## src/rtl/mlfq_pkg.sv

```systemverilog
// shared types and constants for the multilevel feedback queue scheduler
// no dependencies; imported by every module of the block
`default_nettype none

package mlfq_pkg;

   localparam int OP_W       = 3;
   localparam int PID_W      = 16;
   localparam int PRIO_W     = 5;
   localparam int TID_W      = 7;
   localparam int TICK_W     = 16;
   localparam int LEVEL_W    = 2;
   localparam int MAX_LEVELS = 4;
   localparam int CSR_IDX_W  = 3;
   localparam int CSR_DATA_W = 16;

   typedef logic [LEVEL_W-1:0] level_type;

   localparam logic [TICK_W-1:0] QUANTUM_RESET [MAX_LEVELS] =
      '{16'd5, 16'd10, 16'd20, 16'd40};
   localparam logic [PRIO_W-1:0] BOOST_RESET = 5'd31;

   typedef enum logic [OP_W-1:0] {
      OP_CREATE = 3'd0,
      OP_TICK   = 3'd1,
      OP_YIELD  = 3'd2,
      OP_SLEEP  = 3'd3,
      OP_WAKE   = 3'd4
   } op_type;

   typedef enum logic [1:0] {
      STAT_OK        = 2'd0,
      STAT_NONE      = 2'd1,
      STAT_FULL      = 2'd2,
      STAT_NOT_FOUND = 2'd3
   } status_type;

   typedef enum logic [1:0] {
      RS_READY    = 2'd0,
      RS_RUNNING  = 2'd1,
      RS_SLEEPING = 2'd2
   } run_state_type;

   typedef enum logic [CSR_IDX_W-1:0] {
      CSR_QUANTUM0 = 3'd0,
      CSR_QUANTUM1 = 3'd1,
      CSR_QUANTUM2 = 3'd2,
      CSR_QUANTUM3 = 3'd3,
      CSR_BOOST    = 3'd4
   } csr_index_type;

   typedef enum logic [1:0] {
      ST_IDLE = 2'd0,
      ST_EXEC = 2'd1,
      ST_DISP = 2'd2
   } fsm_type;

   typedef struct packed {
      logic [OP_W-1:0]   op;
      logic [PID_W-1:0]  owner_pid;
      logic [PRIO_W-1:0] thread_priority;
      logic [TID_W-1:0]  target_tid;
   } req_type;

   typedef struct packed {
      status_type        status;
      logic [TID_W-1:0]  created_tid;
      logic [TID_W-1:0]  running_tid;
      logic [PID_W-1:0]  running_pid;
      level_type         running_level;
      logic [TID_W-1:0]  thread_total;
      logic [TID_W-1:0]  ready_level0;
      logic [TID_W-1:0]  ready_level1;
      logic [TID_W-1:0]  ready_level2;
      logic [TID_W-1:0]  ready_level3;
   } rsp_type;

   // one thread table entry
   typedef struct packed {
      level_type         level;
      run_state_type     run_state;
      logic [PRIO_W-1:0] prio;
      logic [PID_W-1:0]  owner;
   } slot_type;

   // queue commands from the sequencer
   typedef struct packed {
      logic      enq;
      level_type enq_lvl;
      logic      disp;
      logic      head_load;
   } qcmd_type;

   // queue status back to the sequencer
   typedef struct packed {
      logic      disp_any;
      level_type disp_lvl;
      logic      link_we;
   } qstat_type;

endpackage

`default_nettype wire

```

## src/rtl/mlfq_ram.sv

```systemverilog
// single write port, single read port synchronous memory with registered read data
// a write to the address being read in the same cycle is forwarded to the read data
`default_nettype none

module mlfq_ram
   import mlfq_pkg::*;
#(
   parameter int WIDTH  = 25,
   parameter int DEPTH  = 64,
   parameter int ADDR_W = 6
) (
   input  logic              clock,
   input  logic              reset,
   input  logic              wr_en,
   input  logic [ADDR_W-1:0] wr_addr,
   input  logic [WIDTH-1:0]  wr_data,
   input  logic [ADDR_W-1:0] rd_addr,
   output logic [WIDTH-1:0]  rd_data
);

   logic [WIDTH-1:0] mem [DEPTH];
   logic [WIDTH-1:0] rd_q_ff;
   logic [WIDTH-1:0] byp_data_ff;
   logic             byp_ff;

   always_ff @(posedge clock) begin
      if (wr_en) begin
         mem[wr_addr] <= wr_data;
      end
      rd_q_ff     <= mem[rd_addr];
      byp_data_ff <= wr_data;
   end

   always_ff @(posedge clock) begin
      if (reset) begin
         byp_ff <= 1'b0;
      end else begin
         byp_ff <= wr_en && (wr_addr == rd_addr);
      end
   end

   assign rd_data = byp_ff ? byp_data_ff : rd_q_ff;

endmodule

`default_nettype wire

```

## src/rtl/mlfq_queues.sv

```systemverilog
// per-level ready queue heads, tails and sizes; enqueue and dispatch selection
// uses mlfq_pkg; the next-links live in the link memory of the top level
`default_nettype none

module mlfq_queues
   import mlfq_pkg::*;
#(
   parameter int NUM_LEVELS = 4,
   parameter int SLOT_W     = 6,
   parameter int CNT_W      = 7
) (
   input  logic                               clock,
   input  logic                               reset,
   input  qcmd_type                           cmd,
   input  logic [SLOT_W-1:0]                  enq_slot,
   input  logic [SLOT_W-1:0]                  link_rdata,
   output qstat_type                          qst,
   output logic [SLOT_W-1:0]                  disp_slot,
   output logic [SLOT_W-1:0]                  link_waddr,
   output logic [NUM_LEVELS-1:0][CNT_W-1:0]   ready_cnt
);

   logic [SLOT_W-1:0] head_ff [NUM_LEVELS];
   logic [SLOT_W-1:0] head_in [NUM_LEVELS];
   logic [SLOT_W-1:0] tail_ff [NUM_LEVELS];
   logic [SLOT_W-1:0] tail_in [NUM_LEVELS];
   logic [CNT_W-1:0]  size_ff [NUM_LEVELS];
   logic [CNT_W-1:0]  size_in [NUM_LEVELS];
   level_type         disp_lvl_ff, disp_lvl_in;

   logic [NUM_LEVELS-1:0] hit;
   logic [CNT_W-1:0]      size_enq [NUM_LEVELS];
   logic [SLOT_W-1:0]     head_enq [NUM_LEVELS];
   logic                  found;
   level_type             lvl;

   always_comb begin
      found      = 1'b0;
      lvl        = '0;
      disp_slot  = '0;
      link_waddr = '0;
      qst        = '0;
      // enqueue goes first, dispatch sees the queues after it
      for (int l = 0; l < NUM_LEVELS; l++) begin
         hit[l]      = cmd.enq && (cmd.enq_lvl == level_type'(l));
         size_enq[l] = size_ff[l] + CNT_W'(hit[l]);
         head_enq[l] = (hit[l] && size_ff[l] == '0) ? enq_slot : head_ff[l];
         if (hit[l] && size_ff[l] != '0) begin
            qst.link_we = 1'b1;
            link_waddr  = tail_ff[l];
         end
      end
      for (int l = 0; l < NUM_LEVELS; l++) begin
         if (!found && size_enq[l] != '0) begin
            found     = 1'b1;
            lvl       = level_type'(l);
            disp_slot = head_enq[l];
         end
      end
      qst.disp_any = found;
      qst.disp_lvl = lvl;
      for (int l = 0; l < NUM_LEVELS; l++) begin
         size_in[l] = size_enq[l]
                    - CNT_W'(cmd.disp && found && (lvl == level_type'(l)));
         tail_in[l] = hit[l] ? enq_slot : tail_ff[l];
         // new head arrives from the link memory in the cycle after dispatch
         head_in[l] = (cmd.head_load && disp_lvl_ff == level_type'(l)) ?
                      link_rdata : head_enq[l];
      end
      disp_lvl_in = (cmd.disp && found) ? lvl : disp_lvl_ff;
   end

   always_ff @(posedge clock) begin
      if (reset) begin
         for (int l = 0; l < NUM_LEVELS; l++) begin
            head_ff[l] <= '0;
            tail_ff[l] <= '0;
            size_ff[l] <= '0;
         end
         disp_lvl_ff <= '0;
      end else begin
         for (int l = 0; l < NUM_LEVELS; l++) begin
            head_ff[l] <= head_in[l];
            tail_ff[l] <= tail_in[l];
            size_ff[l] <= size_in[l];
         end
         disp_lvl_ff <= disp_lvl_in;
      end
   end

   always_comb begin
      for (int l = 0; l < NUM_LEVELS; l++) begin
         ready_cnt[l] = size_ff[l];
      end
   end

endmodule

`default_nettype wire

```

## src/rtl/mlfq_thread_scheduler_unit.sv

```systemverilog
// Multilevel feedback queue thread scheduler. Pulse start with an event on
// req_data while busy is low; the response appears on rsp_data for exactly one
// cycle with rsp_strobe high and must be taken then, as the block cannot be
// held off. Create, wake, a tick that does not expire, a sleep or yield that
// finds nothing to run, and unknown event codes go from execute back to idle
// with the strobe; busy drops with the strobe, so a new start is taken in that
// cycle. Events that dispatch a thread (expiring tick, yield, sleep) also pass
// the dispatch state, which takes the thread table and link memory reads for
// the new head of the chosen queue. Thread table entries are written on create
// and are never cleared, so there is no clearing pass after reset. Quantum and
// boost registers may be written on the csr_ port while the block is idle.
`default_nettype none

module mlfq_thread_scheduler_unit
   import mlfq_pkg::*;
#(
   parameter int MAX_THREADS = 64,
   parameter int NUM_LEVELS  = 4
) (
   input  logic                  clock,
   input  logic                  reset,
   input  logic                  start,
   output logic                  busy,
   input  req_type               req_data,
   output logic                  rsp_strobe,
   output rsp_type               rsp_data,
   input  logic                  csr_we,
   input  logic [CSR_IDX_W-1:0]  csr_index,
   input  logic [CSR_DATA_W-1:0] csr_wdata
);

   localparam int SLOT_W    = $clog2(MAX_THREADS);
   localparam int CNT_W     = $clog2(MAX_THREADS + 1);
   localparam int CMP_W     = CNT_W + TID_W;
   localparam int SLOT_BITS = $bits(slot_type);
   localparam level_type LAST_LVL = level_type'(NUM_LEVELS - 1);

   fsm_type           state_ff, state_in;
   req_type           req_ff, req_in;
   logic [CNT_W-1:0]  count_ff, count_in;
   logic              run_valid_ff, run_valid_in;
   logic [SLOT_W-1:0] run_slot_ff, run_slot_in;
   level_type         run_level_ff, run_level_in;
   logic [PRIO_W-1:0] run_prio_ff, run_prio_in;
   logic [PID_W-1:0]  run_owner_ff, run_owner_in;
   logic [TICK_W-1:0] ticks_ff, ticks_in;
   status_type        status_ff, status_in;
   logic [TID_W-1:0]  created_ff, created_in;
   logic              strobe_ff, strobe_in;
   logic [TICK_W-1:0] quantum_ff [MAX_LEVELS];
   logic [PRIO_W-1:0] boost_ff;

   // event decode
   logic              enq_en;
   logic [SLOT_W-1:0] enq_slot;
   level_type         enq_base;
   level_type         enq_lvl;
   logic [PRIO_W-1:0] enq_prio;
   logic [PID_W-1:0]  enq_owner;
   logic              sleep_en;
   logic              disp_en;
   logic              create_en;
   status_type        status_pre;
   logic [TICK_W-1:0] ticks_dec;

   // thread table and link memory
   logic                 tab_we;
   logic [SLOT_W-1:0]    tab_waddr;
   slot_type             tab_wdata;
   logic [SLOT_W-1:0]    tab_raddr;
   logic [SLOT_BITS-1:0] tab_rdata;
   slot_type             tab_rd;
   logic [SLOT_W-1:0]    link_rdata;
   logic [SLOT_W-1:0]    link_waddr;

   qcmd_type                        qcmd;
   qstat_type                       qst;
   logic [SLOT_W-1:0]               disp_slot;
   logic [NUM_LEVELS-1:0][CNT_W-1:0] ready_cnt;

   logic [CMP_W-1:0]  tid_req_wide;
   logic [CMP_W-1:0]  tid_wide;
   logic [SLOT_W-1:0] wake_addr_req;
   logic [SLOT_W-1:0] wake_addr;
   logic              tid_ok;
   logic [CMP_W-1:0]  created_wide;
   logic [CMP_W-1:0]  run_tid_wide;
   logic [CMP_W-1:0]  total_wide;
   logic [CMP_W-1:0]  ready_wide [MAX_LEVELS];
   logic [TID_W-1:0]  ready_out [MAX_LEVELS];

   assign tab_rd = slot_type'(tab_rdata);

   mlfq_ram #(
      .WIDTH  (SLOT_BITS),
      .DEPTH  (MAX_THREADS),
      .ADDR_W (SLOT_W)
   ) u_table (
      .clock   (clock),
      .reset   (reset),
      .wr_en   (tab_we),
      .wr_addr (tab_waddr),
      .wr_data (tab_wdata),
      .rd_addr (tab_raddr),
      .rd_data (tab_rdata)
   );

   mlfq_ram #(
      .WIDTH  (SLOT_W),
      .DEPTH  (MAX_THREADS),
      .ADDR_W (SLOT_W)
   ) u_link (
      .clock   (clock),
      .reset   (reset),
      .wr_en   (qst.link_we),
      .wr_addr (link_waddr),
      .wr_data (enq_slot),
      .rd_addr (tab_raddr),
      .rd_data (link_rdata)
   );

   mlfq_queues #(
      .NUM_LEVELS (NUM_LEVELS),
      .SLOT_W     (SLOT_W),
      .CNT_W      (CNT_W)
   ) u_queues (
      .clock      (clock),
      .reset      (reset),
      .cmd        (qcmd),
      .enq_slot   (enq_slot),
      .link_rdata (link_rdata),
      .qst        (qst),
      .disp_slot  (disp_slot),
      .link_waddr (link_waddr),
      .ready_cnt  (ready_cnt)
   );

   // thread ids run from one, table slots from zero
   assign tid_req_wide  = CMP_W'(req_data.target_tid) - CMP_W'(1);
   assign wake_addr_req = tid_req_wide[SLOT_W-1:0];
   assign tid_wide      = CMP_W'(req_ff.target_tid) - CMP_W'(1);
   assign wake_addr     = tid_wide[SLOT_W-1:0];
   assign tid_ok        = (req_ff.target_tid != '0) &&
                          (CMP_W'(req_ff.target_tid) <= CMP_W'(count_ff));
   assign created_wide  = CMP_W'(count_ff) + CMP_W'(1);
   assign ticks_dec     = ticks_ff - TICK_W'(1);

   always_comb begin
      enq_en     = 1'b0;
      enq_slot   = '0;
      enq_base   = '0;
      enq_prio   = '0;
      enq_owner  = '0;
      sleep_en   = 1'b0;
      disp_en    = 1'b0;
      create_en  = 1'b0;
      status_pre = STAT_OK;
      if (state_ff == ST_EXEC) begin
         unique case (req_ff.op)
            OP_CREATE: begin
               if (count_ff >= CNT_W'(MAX_THREADS)) begin
                  status_pre = STAT_FULL;
               end else begin
                  create_en = 1'b1;
                  enq_en    = 1'b1;
                  enq_slot  = count_ff[SLOT_W-1:0];
                  enq_prio  = req_ff.thread_priority;
                  enq_owner = req_ff.owner_pid;
               end
            end
            OP_TICK: begin
               if (!run_valid_ff) begin
                  status_pre = STAT_NONE;
               end else if (ticks_dec == '0) begin
                  // quantum spent: demote one level (the last level stays) and requeue
                  enq_en    = 1'b1;
                  enq_slot  = run_slot_ff;
                  enq_base  = (run_level_ff == LAST_LVL) ? run_level_ff :
                              run_level_ff + level_type'(1);
                  enq_prio  = run_prio_ff;
                  enq_owner = run_owner_ff;
                  disp_en   = 1'b1;
               end
            end
            OP_YIELD: begin
               if (run_valid_ff) begin
                  enq_en    = 1'b1;
                  enq_slot  = run_slot_ff;
                  enq_base  = run_level_ff;
                  enq_prio  = run_prio_ff;
                  enq_owner = run_owner_ff;
               end
               disp_en = 1'b1;
            end
            OP_SLEEP: begin
               if (!run_valid_ff) begin
                  status_pre = STAT_NONE;
               end else begin
                  sleep_en = 1'b1;
                  disp_en  = 1'b1;
               end
            end
            OP_WAKE: begin
               // table entry was read in the cycle the request was taken
               if (tid_ok && tab_rd.run_state == RS_SLEEPING) begin
                  enq_en    = 1'b1;
                  enq_slot  = wake_addr;
                  enq_base  = tab_rd.level;
                  enq_prio  = tab_rd.prio;
                  enq_owner = tab_rd.owner;
               end else begin
                  status_pre = STAT_NOT_FOUND;
               end
            end
            default: begin
            end
         endcase
      end
      enq_lvl = (enq_prio >= boost_ff) ? level_type'(0) : enq_base;
   end

   always_comb begin
      state_in     = state_ff;
      req_in       = req_ff;
      count_in     = count_ff;
      run_valid_in = run_valid_ff;
      run_slot_in  = run_slot_ff;
      run_level_in = run_level_ff;
      run_prio_in  = run_prio_ff;
      run_owner_in = run_owner_ff;
      ticks_in     = ticks_ff;
      status_in    = status_ff;
      created_in   = created_ff;
      strobe_in    = 1'b0;
      qcmd         = '0;
      tab_we       = 1'b0;
      tab_waddr    = '0;
      tab_wdata    = '0;
      tab_raddr    = disp_slot;
      unique case (state_ff)
         ST_IDLE: begin
            tab_raddr = wake_addr_req;
            if (start) begin
               req_in   = req_data;
               state_in = ST_EXEC;
            end
         end
         ST_EXEC: begin
            qcmd.enq     = enq_en;
            qcmd.enq_lvl = enq_lvl;
            qcmd.disp    = disp_en;
            status_in    = status_pre;
            created_in   = create_en ? created_wide[TID_W-1:0] : '0;
            if (create_en) begin
               count_in = count_ff + CNT_W'(1);
            end
            if (req_ff.op == OP_TICK && run_valid_ff) begin
               ticks_in = ticks_dec;
            end
            if (enq_en) begin
               tab_we              = 1'b1;
               tab_waddr           = enq_slot;
               tab_wdata.level     = enq_lvl;
               tab_wdata.run_state = RS_READY;
               tab_wdata.prio      = enq_prio;
               tab_wdata.owner     = enq_owner;
            end else if (sleep_en) begin
               tab_we              = 1'b1;
               tab_waddr           = run_slot_ff;
               tab_wdata.level     = run_level_ff;
               tab_wdata.run_state = RS_SLEEPING;
               tab_wdata.prio      = run_prio_ff;
               tab_wdata.owner     = run_owner_ff;
            end
            state_in  = ST_IDLE;
            strobe_in = 1'b1;
            if (disp_en) begin
               if (qst.disp_any) begin
                  run_valid_in = 1'b1;
                  run_slot_in  = disp_slot;
                  run_level_in = qst.disp_lvl;
                  ticks_in     = quantum_ff[qst.disp_lvl];
                  state_in     = ST_DISP;
                  strobe_in    = 1'b0;
               end else begin
                  run_valid_in = 1'b0;
                  if (req_ff.op == OP_YIELD) begin
                     status_in = STAT_NONE;
                  end
               end
            end
         end
         ST_DISP: begin
            // head entry and its link are back from the memories
            tab_we              = 1'b1;
            tab_waddr           = run_slot_ff;
            tab_wdata.level     = tab_rd.level;
            tab_wdata.run_state = RS_RUNNING;
            tab_wdata.prio      = tab_rd.prio;
            tab_wdata.owner     = tab_rd.owner;
            run_prio_in         = tab_rd.prio;
            run_owner_in        = tab_rd.owner;
            qcmd.head_load      = 1'b1;
            strobe_in           = 1'b1;
            state_in            = ST_IDLE;
         end
         default: begin
            state_in = ST_IDLE;
         end
      endcase
   end

   always_ff @(posedge clock) begin
      if (reset) begin
         state_ff     <= ST_IDLE;
         count_ff     <= '0;
         run_valid_ff <= 1'b0;
         run_slot_ff  <= '0;
         ticks_ff     <= '0;
         status_ff    <= STAT_OK;
         created_ff   <= '0;
         strobe_ff    <= 1'b0;
      end else begin
         state_ff     <= state_in;
         count_ff     <= count_in;
         run_valid_ff <= run_valid_in;
         run_slot_ff  <= run_slot_in;
         ticks_ff     <= ticks_in;
         status_ff    <= status_in;
         created_ff   <= created_in;
         strobe_ff    <= strobe_in;
      end
   end

   always_ff @(posedge clock) begin
      req_ff       <= req_in;
      run_level_ff <= run_level_in;
      run_prio_ff  <= run_prio_in;
      run_owner_ff <= run_owner_in;
   end

   always_ff @(posedge clock) begin
      if (reset) begin
         for (int l = 0; l < MAX_LEVELS; l++) begin
            quantum_ff[l] <= QUANTUM_RESET[l];
         end
         boost_ff <= BOOST_RESET;
      end else if (csr_we) begin
         unique case (csr_index)
            CSR_QUANTUM0: quantum_ff[0] <= csr_wdata;
            CSR_QUANTUM1: quantum_ff[1] <= csr_wdata;
            CSR_QUANTUM2: quantum_ff[2] <= csr_wdata;
            CSR_QUANTUM3: quantum_ff[3] <= csr_wdata;
            CSR_BOOST:    boost_ff      <= csr_wdata[PRIO_W-1:0];
            default: begin
            end
         endcase
      end
   end

   // response view of the scheduler state
   for (genvar g = 0; g < MAX_LEVELS; g++) begin : g_ready
      if (g < NUM_LEVELS) begin : g_used
         assign ready_wide[g] = CMP_W'(ready_cnt[g]);
      end else begin : g_unused
         assign ready_wide[g] = '0;
      end
      assign ready_out[g] = ready_wide[g][TID_W-1:0];
   end

   assign run_tid_wide = CMP_W'(run_slot_ff) + CMP_W'(1);
   assign total_wide   = CMP_W'(count_ff);

   always_comb begin
      rsp_data.status        = status_ff;
      rsp_data.created_tid   = created_ff;
      rsp_data.running_tid   = run_valid_ff ? run_tid_wide[TID_W-1:0] : '0;
      rsp_data.running_pid   = run_valid_ff ? run_owner_ff : '0;
      rsp_data.running_level = run_valid_ff ? run_level_ff : '0;
      rsp_data.thread_total  = total_wide[TID_W-1:0];
      rsp_data.ready_level0  = ready_out[0];
      rsp_data.ready_level1  = ready_out[1];
      rsp_data.ready_level2  = ready_out[2];
      rsp_data.ready_level3  = ready_out[3];
   end

   assign rsp_strobe = strobe_ff;
   assign busy       = (state_ff != ST_IDLE);

endmodule

`default_nettype wire

```

## config.mk

```make
export PLATFORM = sky130hd
export DESIGN_NAME = mlfq_thread_scheduler_unit
export DESIGN_NICKNAME = d
export VERILOG_FILES = /design/src/rtl/mlfq_pkg.sv /design/src/rtl/mlfq_ram.sv /design/src/rtl/mlfq_queues.sv /design/src/rtl/mlfq_thread_scheduler_unit.sv
export SDC_FILE = /design/constraint.sdc
export NUM_CORES = 2
export LEC_CHECK = 0
export BUFFER_PORTS_ARGS = -buffer_cell sky130_fd_sc_hd__buf_2
export CORE_MARGIN = 2
export CORE_UTILIZATION = 30
export CTS_CLUSTER_DIAMETER = 50
export DETAILED_ROUTE_END_ITERATION = 12
export HOLD_SLACK_MARGIN = 0.1
export PLACE_DENSITY = 0.42
export SYNTH_ARGS = -nofsm -noshare
export SYNTH_HDL_FRONTEND = slang
export SYNTH_SLANG_ARGS = --single-unit
```

## constraint.sdc

```tcl
create_clock -name clock -period 10.85 [get_ports clock]
set_input_delay 1.085 -clock clock [delete_from_list [all_inputs] [get_ports clock]]
set_output_delay 1.085 -clock clock [all_outputs]
set_load 0.1 [all_outputs]
```

==> metrics.md <==
| Metric | Value |
|---|---|
| Status | finished, final reports clean |
| Hold_buf cts | 0 |
| Critical path capture point type | flop |
| DRC | 0 |
| Vias in the first global route | 74,900 |
| Register bit total from synthesis | 2,291 |
| Std cell rows | 217 |
| Slew Limit Fails | 0 |
| Synth Flop Type | edfxtp_1 |
| XOR/XNOR Fraction of Synth Area | 0.00559 |
| Die span in y | 596 um |
| Cell count after synthesis | 8,741 |
| Congestion Overflow GR | 0 |
| Worst-path clk slew | 50 ps |
| Sequential share of the synthesized area | 0.637 |
| Initial antenna violation count | 36 |
| Maximum vdd drop | 0.111 mV |
| Critical path type | flop to flop |
| Startpoint Class | flop |
| Routed vias | 78,400 |
| Final nets | 8,833 |
| Area occupied by multi-input gates | 35,800 sq um |
| Hold path cells | 1 |
| Die ar. | 355,000 sq um |
| Yosys cell types | 90 |
| Post-synthesis simple-gate area fraction | 0.145 |
| Met2 WL | 185,000 um |
| Pin count of the biggest net entering global routing | 112 |
| Max clock buf depth | 4 |
| First-pass DRT Iterations | 8 |
| Area Overhead vs Synth | 17.9% |
| Post-route ant nets | 0 |
| Setup tns final | 0 ps |
| WL met3 | 29,000 um |
| GP Congestion | 0.827 |
| Fillcell total | 33,600 |
| WL per Instance | 29.8 um |
| Die Width | 596 um |
| Vias per std cell | 5.75 |
| DRT Wirelength | 407,000 um |
| Max-cap violations | 0 |
| FF+latch area | 66,900 sq um |
| GRT Total Usage | 0.219 |
| Clk_lat worst skew | 950 ps |
| Top delay family on crit path | simple AND/OR/NAND/NOR gates |
| Syn Nets | 8,834 |
| Data required, critical path | 11,650 ps |
| Post-synthesis compound-gate area fraction | 0.111 |
| Power, Total | 23.4 mW |
| Max transition margin | 0.148 |
| Worst Max-Slew Pin Slew | 1270 ps |
| Clk_skew | 68.3 ps |
| Global-route wire length before repair | 571,000 um |
| Yosys synthesis warning count | 0 |
| Synthesized cell area | 105,000 sq um |
| Fraction of synthesized area in multiplexers | 0.0668 |
| Most frequent CP cell | nand2_1 |
| WP depth | 36 |
| Final core occ | 0.355 |
| H-tree lvl count | 5 |
| Final Setup Violations | 0 |
| Sink Count | 2,291 |
| Main combinational cell family by area after synthesis | simple AND/OR/NAND/NOR gates |
| Critical Path Max Stage Delay | 680 ps |
| Leak | 38.8 nW |
| Worst path slowest cell | nor4_4 |
| Max frequency | 98.1 MHz |
| CTS tree | built |
| Post-DP HPWL | 236,000 um |
| Post-Route M1 WL | 183,000 um |
| Core area | 349,000 sq um |
| Uppermost layer routed | met5 |
| Worst path bufs/invs | 6 |
| Crit share post-route | 0.939 |
| CP arrival | 11,000 ps |
| Starting density of the core | 0.301 |
| Post-Synth Adder-Cell Area | 0.00465 |
| Mean Syn Cell Area | 12.0 sq um |
| Port buffer count | 124 |
| IO Pins | 125 |
| Final hold vios | 0 |
| Post-synth EDFFs | 2,102 |
| CTS buffer count | 350 |
| CP max FO | 31 |
| CTS Root Cell | clkbuf_16 |
| Asr flop ratio synth | 0 |
| Drt initial violations | 8,675 |
| RSZ-0062 raised after global routing | no |
| Tmin final | 10,190 ps |
| Pwr dens | 189 nW/um^2 |
| R2R cell count | 36 |
| HP Class | primary input to flop |
| Layout cells sized above 1 | 0.126 |
## final timing paths
| kind | startpoint | end | slack, ps |
|---|---|---|---|
| max | ticks_ff[0]$_SDFFE_PP0P_ | u_table.rd_q_ff[22]$_DFF_P_ | 660 |
| min | req_data[12] | req_ff[12]$_DFFE_PP_ | 300 |
| max reg2reg | ticks_ff[0]$_SDFFE_PP0P_ | u_table.rd_q_ff[22]$_DFF_P_ | 660 |
| min reg2reg | created_ff[6]$_SDFFE_PP0P_ | created_ff[6]$_SDFFE_PP0P_ | 450 |
## timing repair
action                     4_1_cts  5_1_grt
setup endpoints to repair        0       30
resized for setup                0        3
setup buffers                    0        4
## cell usage in the layout, fill, tap and decap left out, types with 31 or more instances in the layout
cell type	count
clkbuf_16	355
inv_6	35
buf_12	37
a41oi_1	94
clkbuf_1	41
clkinv_2	43
and2_1	75
o21ai_0	79
edfxtp_1	2102
mux2i_1	659
a311oi_1	37
mux2_2	34
nor2_4	55
nor2_1	475
nor2_2	34
inv_1	46
a22o_1	221
buf_4	209
nand4b_1	31
nand4_1	172
clkinvlp_4	34
dfxtp_1	189
or4_1	38
a211oi_1	100
bufinv_16	45
ha_1	37
nand3_1	1075
buf_2	122
nand2_1	1053
and3_1	101
xnor2_1	44
a22oi_1	70
a21oi_1	500
a221oi_1	241
a32oi_1	126
## stage by stage
stage	std cells	hold slack [ps]	instance area, sq um	setup slack [ps]
after CTS	13600	234	124000	405
final	13600	305	124000	657
after floorplan	8741	435	105000	1460
after global placement	13000	443	112000	358
after detailed placement	13000	446	112000	441
after global routing	13600	265	124000	23.3
## final cells by class
type | instances | area share
diodes | 15 | 0.000303
clock buffers | 402 | 0.0737
clock inverters | 242 | 0.0240
inverters | 49 | 0.00155
multi-input cells | 5679 | 0.290
flip-flops and latches | 2291 | 0.541
well taps | 4599 | 0.0465
repair buffers | 369 | 0.0237
## synth_stat cells (16+ instances only)
library cell | instances | area [sq um]
edfxtp_1 | 2102 | 63100
nand3_1 | 1079 | 5400
nand2_1 | 1053 | 3950
mux2i_1 | 660 | 6610
clkbuf_1 | 596 | 2240
nor2_1 | 563 | 2110
a21oi_1 | 510 | 2550
a221oi_1 | 241 | 2110
a22o_1 | 222 | 1940
dfxtp_1 | 189 | 3780
nand4_1 | 172 | 1080
a32oi_1 | 126 | 1100
and3_1 | 101 | 632
a211oi_1 | 100 | 751
a41oi_1 | 94 | 823
o21ai_0 | 80 | 400
and2_1 | 75 | 469
a22oi_1 | 70 | 526
buf_1 | 64 | 240
inv_1 | 48 | 180
buf_2 | 44 | 220
xnor2_1 | 44 | 385
ha_1 | 39 | 488
or4_1 | 38 | 285
a311oi_1 | 37 | 324
mux2_2 | 35 | 394
nor3_1 | 34 | 170
nand4b_1 | 31 | 272
a31o_1 | 30 | 263
nor4_1 | 29 | 181
nor2b_1 | 27 | 169
xor2_1 | 23 | 201
or3_1 | 18 | 113
a31oi_1 | 16 | 100
## metal layers
metal  GRT usage  up-vias
li1            -    33800
met1       0.314    40700
met2       0.345     3313
met3      0.0354      552
met4      0.0538        2
met5           0        -
## cells by family after synthesis
group | count (synthesis)
muxes | 696
AOI/OAI and AO/OA | 1608
buffers and inverters | 773
adders and majority gates | 39
xor gates and xnor gates | 67
and+or+nand+nor | 3267
DFF | 2291
## where the power goes
part	switching [mW]	internal, mW
clock	4.50	7.20
combinational	1.41	0.573
sequential	0.124	9.59
## worst reg2reg max path: cells and delay by family (launching register included)
family                     cells  cell delay, ps
DFF                            1             490
buffers and inverters          6            1510
AOI/OAI and AO/OA              7            1870
adders and majority gates      4            1210
and+or+nand+nor               18            4690
xor gates and xnor gates       1             310
## sequential cells by signal, indices dropped and copies added (netlist names), 6 cells and up
register / cells
u_table.mem: 1600
u_link.mem: 384
quantum_ff: 64
req_ff: 31
u_queues.size_ff: 28
u_table.byp_data_ff: 25
u_table.rd_q_ff: 25
u_queues.head_ff: 24
u_queues.tail_ff: 24
run_owner_ff: 16
ticks_ff: 16
count_ff: 7
created_ff: 7
run_slot_ff: 6
u_link.byp_data_ff: 6
u_link.rd_q_ff: 6
Note: power is estimated with default switching activity, not from simulation.
